$ cat src/cdq_pkg.sv
`default_nettype none

package cdq_pkg;

    localparam int unsigned WORD_W = 32;
    localparam int unsigned CNT_W  = 11;

    localparam logic [CNT_W-1:0]  CAP_RESET  = 11'd1024;
    localparam logic [WORD_W-1:0] EMPTY_WORD = 32'hFFFF_FFFF;

    typedef enum logic [2:0] {
        ACT_PUSH_FRONT = 3'd0,
        ACT_PUSH_BACK  = 3'd1,
        ACT_POP_FRONT  = 3'd2,
        ACT_POP_BACK   = 3'd3,
        ACT_REPORT     = 3'd4
    } cdq_action_t;

    typedef struct packed {
        logic             ok;
        logic             is_empty;
        logic             is_full;
        logic [CNT_W-1:0] occupancy;
    } cdq_status_t;

endpackage

`default_nettype wire

$ cat src/cdq_ctrl.sv
`default_nettype none

module cdq_ctrl #(
    parameter int unsigned MAX_DEPTH = 1024,
    parameter int unsigned IDX_W     = 10
) (
    input  wire logic                       clk,
    input  wire logic                       rst_n,
    input  wire logic                       start,
    input  wire logic [2:0]                 action,
    input  wire logic [cdq_pkg::WORD_W-1:0] value,
    input  wire logic                       capacity_we,
    input  wire logic [cdq_pkg::CNT_W-1:0]  capacity,
    output logic                            busy,
    output logic                            done,
    output logic                            wr_en,
    output logic      [IDX_W-1:0]           wr_addr,
    output logic      [cdq_pkg::WORD_W-1:0] wr_data,
    output logic                            rd_en,
    output logic      [IDX_W-1:0]           rd_front_addr,
    output logic      [IDX_W-1:0]           rd_rear_addr,
    output cdq_pkg::cdq_status_t            status
);
    import cdq_pkg::*;

    localparam int unsigned CMP_W = (IDX_W + 1 > CNT_W) ? IDX_W + 1 : CNT_W;

    typedef enum logic [2:0] {
        ST_IDLE = 3'b001,
        ST_READ = 3'b010,
        ST_RESP = 3'b100
    } cdq_state_t;

    cdq_state_t        state_reg, state_next;
    logic [IDX_W-1:0]  head_reg, head_next;
    logic [IDX_W-1:0]  tail_reg, tail_next;
    logic [CNT_W-1:0]  count_reg, count_next;
    logic [CNT_W-1:0]  capacity_reg;
    cdq_status_t       status_reg, status_next;

    logic [CMP_W-1:0]  eff_cap;
    logic              accept;
    logic              cur_empty;
    logic              cur_full;
    logic              ok_c;
    logic              push_front_c;

    function automatic logic [IDX_W-1:0] idx_up(input logic [IDX_W-1:0] i,
                                                input logic [CMP_W-1:0] cap);
        logic [CMP_W-1:0] inc;
        inc = CMP_W'(i) + CMP_W'(1);
        return (inc >= cap) ? '0 : inc[IDX_W-1:0];
    endfunction

    function automatic logic [IDX_W-1:0] idx_down(input logic [IDX_W-1:0] i,
                                                  input logic [CMP_W-1:0] cap);
        logic [CMP_W-1:0] top;
        top = cap - CMP_W'(1);
        return (i == '0) ? top[IDX_W-1:0] : i - IDX_W'(1);
    endfunction

    // A capacity of zero acts as one; anything beyond the built depth saturates.
    always_comb
    begin
        if (capacity_reg == '0)
        begin
            eff_cap = CMP_W'(1);
        end
        else if (CMP_W'(capacity_reg) > CMP_W'(MAX_DEPTH))
        begin
            eff_cap = CMP_W'(MAX_DEPTH);
        end
        else
        begin
            eff_cap = CMP_W'(capacity_reg);
        end
    end

    assign busy      = (state_reg == ST_READ);
    assign accept    = start && !busy;
    assign cur_empty = (count_reg == '0);
    assign cur_full  = (CMP_W'(count_reg) >= eff_cap);

    always_comb
    begin
        head_next    = head_reg;
        tail_next    = tail_reg;
        count_next   = count_reg;
        ok_c         = 1'b0;
        push_front_c = 1'b0;
        unique case (cdq_action_t'(action))
            ACT_PUSH_FRONT, ACT_PUSH_BACK:
            begin
                push_front_c = (cdq_action_t'(action) == ACT_PUSH_FRONT);
                if (!cur_full)
                begin
                    if (cur_empty)
                    begin
                        head_next = '0;
                        tail_next = '0;
                    end
                    else if (push_front_c)
                    begin
                        head_next = idx_down(head_reg, eff_cap);
                    end
                    else
                    begin
                        tail_next = idx_up(tail_reg, eff_cap);
                    end
                    count_next = count_reg + CNT_W'(1);
                    ok_c       = 1'b1;
                end
            end
            ACT_POP_FRONT, ACT_POP_BACK:
            begin
                if (!cur_empty)
                begin
                    if (count_reg == CNT_W'(1))
                    begin
                        head_next = '0;
                        tail_next = '0;
                    end
                    else if (cdq_action_t'(action) == ACT_POP_FRONT)
                    begin
                        head_next = idx_up(head_reg, eff_cap);
                    end
                    else
                    begin
                        tail_next = idx_down(tail_reg, eff_cap);
                    end
                    count_next = count_reg - CNT_W'(1);
                    ok_c       = 1'b1;
                end
            end
            ACT_REPORT:
            begin
                ok_c = 1'b1;
            end
            default:
            begin
                ok_c = 1'b0;
            end
        endcase
    end

    always_comb
    begin
        status_next.ok        = ok_c;
        status_next.is_empty  = (count_next == '0);
        status_next.is_full   = (CMP_W'(count_next) >= eff_cap);
        status_next.occupancy = count_next;
    end

    // The word is written in the transfer cycle; both ends are read in the next one.
    assign wr_en   = accept && ok_c
                     && (cdq_action_t'(action) == ACT_PUSH_FRONT
                         || cdq_action_t'(action) == ACT_PUSH_BACK);
    assign wr_addr = push_front_c ? head_next : tail_next;
    assign wr_data = value;

    assign rd_en         = busy;
    assign rd_front_addr = head_reg;
    assign rd_rear_addr  = tail_reg;

    always_comb
    begin
        state_next = state_reg;
        unique case (state_reg)
            ST_IDLE:
            begin
                if (accept)
                begin
                    state_next = ST_READ;
                end
            end
            ST_READ:
            begin
                state_next = ST_RESP;
            end
            ST_RESP:
            begin
                state_next = accept ? ST_READ : ST_IDLE;
            end
            default:
            begin
                state_next = ST_IDLE;
            end
        endcase
    end

    always_ff @(posedge clk or negedge rst_n)
    begin
        if (!rst_n)
        begin
            state_reg    <= ST_IDLE;
            head_reg     <= '0;
            tail_reg     <= '0;
            count_reg    <= '0;
            capacity_reg <= CAP_RESET;
        end
        else
        begin
            state_reg <= state_next;
            if (accept)
            begin
                head_reg  <= head_next;
                tail_reg  <= tail_next;
                count_reg <= count_next;
            end
            if (capacity_we)
            begin
                capacity_reg <= capacity;
            end
        end
    end

    always_ff @(posedge clk)
    begin
        if (accept)
        begin
            status_reg <= status_next;
        end
    end

    assign done   = (state_reg == ST_RESP);
    assign status = status_reg;

endmodule

`default_nettype wire

$ cat config.mk
export PLATFORM = sky130hd
export DESIGN_NAME = cdq_ctrl
export DESIGN_NICKNAME = d
export VERILOG_FILES = /design/src/cdq_pkg.sv /design/src/cdq_ctrl.sv
export SDC_FILE = /design/constraint.sdc
export NUM_CORES = 1
export LEC_CHECK = 0
export ABC_AREA = 1
export BUFFER_PORTS_ARGS = -buffer_cell sky130_fd_sc_hd__buf_2
export CORE_MARGIN = 8
export CORE_UTILIZATION = 33
export CTS_CLUSTER_DIAMETER = 40
export DETAILED_ROUTE_END_ITERATION = 10
export PLACE_DENSITY = 0.64
export SETUP_SLACK_MARGIN = 0.2
export SYNTH_ARGS = -nofsm -noshare
export SYNTH_HDL_FRONTEND = slang
export SYNTH_SLANG_ARGS = --single-unit
$ cat constraint.sdc
create_clock -name clk -period 4.9 [get_ports clk]
set_input_delay 0.49 -clock clk [delete_from_list [all_inputs] [get_ports clk]]
set_output_delay 0.49 -clock clk [all_outputs]
set_load 0.02 [all_outputs]
==> impl_metrics.ini <==
[worst_setup_path]
path_delay_family = simple AND/OR/NAND/NOR gates
crit_buf_inv = 4
worst_path_most_repeated_cell = nand2_1
worst-setup-path-type = flop to primary output
cp.arrival_ns = 3.87
crit_required_ns = 4.41
critPathMaxStageDelay_ns = 0.45
r2r-start = capacity_reg[2]$_DFFE_PN0P_
r2r-end = status[11]$_DFFE_PP_
reg2reg_depth = 25
critPathLaunchType = flop
crit_chain = nor2_1 -> nand3_1 -> o21ai_4 -> buf_12 -> nand2_1 -> ha_1 -> nand2_1 -> inv_1 -> nand2_1 -> nand2_1 -> a21oi_4 -> nand3_4 -> nor2_4 -> inv_2 -> nor2_2 -> nand3_1 -> nand3_1 -> nand2_1 -> o21ai_2 -> nand2_1 -> nand2_1 -> buf_2
crit_path_top_delay_cell = dfrtp_1
r2r_slack_ns = 0.73
end_kind = primary output
crit_fanout = 16

[die]
start_util = 0.3367
dieArea_sq_um = 24630
die_x_um = 156.9
coreArea_sq_um = 19460
rows = 51
ios = 130
fp.dieH_um = 156.9

[clock_tree]
cts_buffers = 9
max-clock-path-buffers = 2
htree_levels = 3
cts_root_buffer = clkbuf_16
cts.sinks = 59
tritoncts = done
clkLatencyLatePin_ns = 0.34
hold_buffers = 0
clk_pin_slew_worst_paths_ns = 0.06

[drt]
via_per_inst = 5.145
routedWlPerCell_um = 16.81
drt_iter0_markers = 739
dr.pass1.iters = 7
routed-via-count = 6740
drc_errors = 0
drt-total-wl_um = 22020
ant_nets = 0

[sta]
fin_skew_ns = 0.008892
tns_ns = 0
maxSlewHeadroom = 0.3496
setup_viol = 0
rsz0062_at_grt = yes
fin_crit_ns = 4.355
slew_viol_final = 0
max_freq_mhz = 229.6
post-route-period-util = 0.8888
tightest_slew_ns = 0.9721
hold_viol_final = 0

[placed_design]
hpwl_um = 17230
portBuffers = 65
dp.cells = 1292
place.gp.congestion = 0.9823

[power]
power.density_nw_per_um2 = 631.7
peakVddDrop_v = 0.0002916
p_total_mw = 4.565
p_leak_nw = 3.729

[cells_and_area]
multi_input_area_sq_um = 4131
register_area_sq_um = 1551
largest_reg_flops = 14
final_layout_size_suffix_gt1_frac = 0.1349
fin_nets = 1144
final_cell_mix = nand2_1 (336), inv_1 (112), nand3_1 (86)
nFillCells = 2127
final_cells = 1310
layout_commonest_cell = nand2_1
area_growth_pct = 10.27
diodes = 0

[global_routing]
globalRoute.busiestLayer = met2
met1_usage = 0.2518
met3_usage = 0.03894
grt_overflow_total = 0
grt_pass1_wl_um = 34830
grt_pass1_vias = 6253
grt_max_degree = 46
antenna_found_initial = 0
gr-usage-met2 = 0.2781
grt_usage = 0.1816

[logic_synthesis]
synth.net_count = 1122
postSynthAreaPerCell_sq_um = 6.438
yosys.cell_types.count = 47
ys_ff_latch = 59
synth-seq-area-share = 0.2363
synth_largest_area_cell = nand2_1
postSynthCellCount = 1018
ys_top_cells_by_area = nand2_1 (19%), dfrtp_1 (16%), ha_1 (10%), nand3_1 (6.6%), edfxtp_1 (6.4%)
yosysWarningCount = 0
netlist_area_sq_um = 6554
netlist.area_leader.share = 0.1924

[outcome]
status = completed

[run]
drv_cap = 0

[min_path]
hp-class = primary input to async pin
-- Yosys cell counts, drive strengths merged --
| cell type | n |
|---|---|
| a21oi | 40 |
| nand4 | 16 |
| mux2 | 6 |
| dfrtp | 43 |
| nor4 | 1 |
| o41ai | 4 |
| buf | 48 |
| xnor2 | 2 |
| o21a | 1 |
| o21ai | 73 |
| nor2 | 81 |
| nand3 | 91 |
| nand3b | 3 |
| xor2 | 24 |
| nand2 | 340 |
| clkbuf | 13 |
| or2 | 1 |
| a32oi | 1 |
| o31ai | 2 |
| inv | 123 |
| a21boi | 3 |
| clkinv | 3 |
| o2111ai | 1 |
| ha | 54 |
| a21o | 1 |
| nor3 | 19 |
| o211ai | 6 |
| edfxtp | 14 |
| a31oi | 2 |
| dfstp | 2 |
-- metal layers --
metal  vias up  wire length, um
met5         -                0
met2       308             9571
met4         0              401
li1       3308                -
met3        33             1910
met1      3091            10140
-- cell families after synthesis --
logic type,after synthesis,synth area share
and+or+nand+nor,552,0.3664
buffers and inverters,187,0.1333
AOI/OAI and AO/OA,134,0.1159
DFF,59,0.2363
adders and majority gates,54,0.1031
xor gates and xnor gates,26,0.03475
muxes,6,0.01031
-- how the worst max path moves through the flow --
| stage | from | depth (start not counted) | endpoint | slack (ns) |
|---|---|---|---|---|
| after floorplan | capacity_reg[2]$_DFFE_PN0P_ | 26 | status[11]$_DFFE_PP_ | 1.27 |
| after global placement | capacity_reg[6]$_DFFE_PN0P_ | 24 | status[11]$_DFFE_PP_ | 0.73 |
| after detailed placement | capacity_reg[6]$_DFFE_PN0P_ | 24 | status[11]$_DFFE_PP_ | 0.62 |
| after CTS | capacity_reg[6]$_DFFE_PN0P_ | 21 | wr_addr[5] | 0.44 |
| after global routing | capacity_reg[2]$_DFFE_PN0P_ | 22 | wr_addr[5] | 0.14 |
| final | capacity_reg[2]$_DFFE_PN0P_ | 22 | wr_addr[4] | 0.54 |
-- metrics by stage --
stage          hold slack [ns]  cell area (sq um)  setup WS (ns)    util
2_1_floorplan           0.1944               6554          1.270       -
3_3_place_gp            0.4500               6848         0.7286  0.3518
3_5_place_dp            0.4578               6848         0.6228  0.3518
4_1_cts                 0.2940               7197         0.4365  0.3698
5_1_grt                 0.3175               7227         0.1401  0.3713
6_report                0.2586               7227         0.5450  0.3713
-- worst register-to-register path, stage by stage (launching register included) --
cell and delay, ns:
dfrtp_1 0.45, nor2_1 0.13, nand3_1 0.13, o21ai_4 0.19
buf_12 0.15, nand2_1 0.19, ha_1 0.34, nand2_1 0.08
inv_1 0.06, nand2_1 0.06, nand2_1 0.08, a21oi_4 0.17
nand3_4 0.22, inv_2 0.24, nand2_1 0.07, nand2_1 0.08
nand3_1 0.07, nand2_1 0.13, inv_1 0.08, ha_1 0.29
a21oi_1 0.13, o31ai_1 0.08, a21boi_0 0.14, o21ai_0 0.09
a21boi_0 0.17, o2111ai_1 0.12
-- repair_timing --
| item | in CTS | in global routing |
|---|---|---|
| setup buffers | 0 | 2 |
| gates resized for setup | 0 | 2 |
| endpoints found under the setup margin | 0 | 10 |
-- where the power goes --
part | leakage, nW | switching, mW | internal (mW)
Sequential | 0.699 | 0.327 | 0.691
Clock | 0.167 | 0.262 | 0.501
Combinational | 2.86 | 1.88 | 0.906
Total | 3.73 | 2.47 | 2.10
-- layout make-up --
type / instances / share of cell area
Tap cell: 265 / 0.04588
Timing Repair Buffer: 72 / 0.05402
Multi-Input combinational cell: 772 / 0.5717
Clock buffer: 9 / 0.03116
Inverter: 126 / 0.06544
Sequential cell: 59 / 0.2147
Clock inverter: 7 / 0.01714
Power figures use the tool's default switching activity.
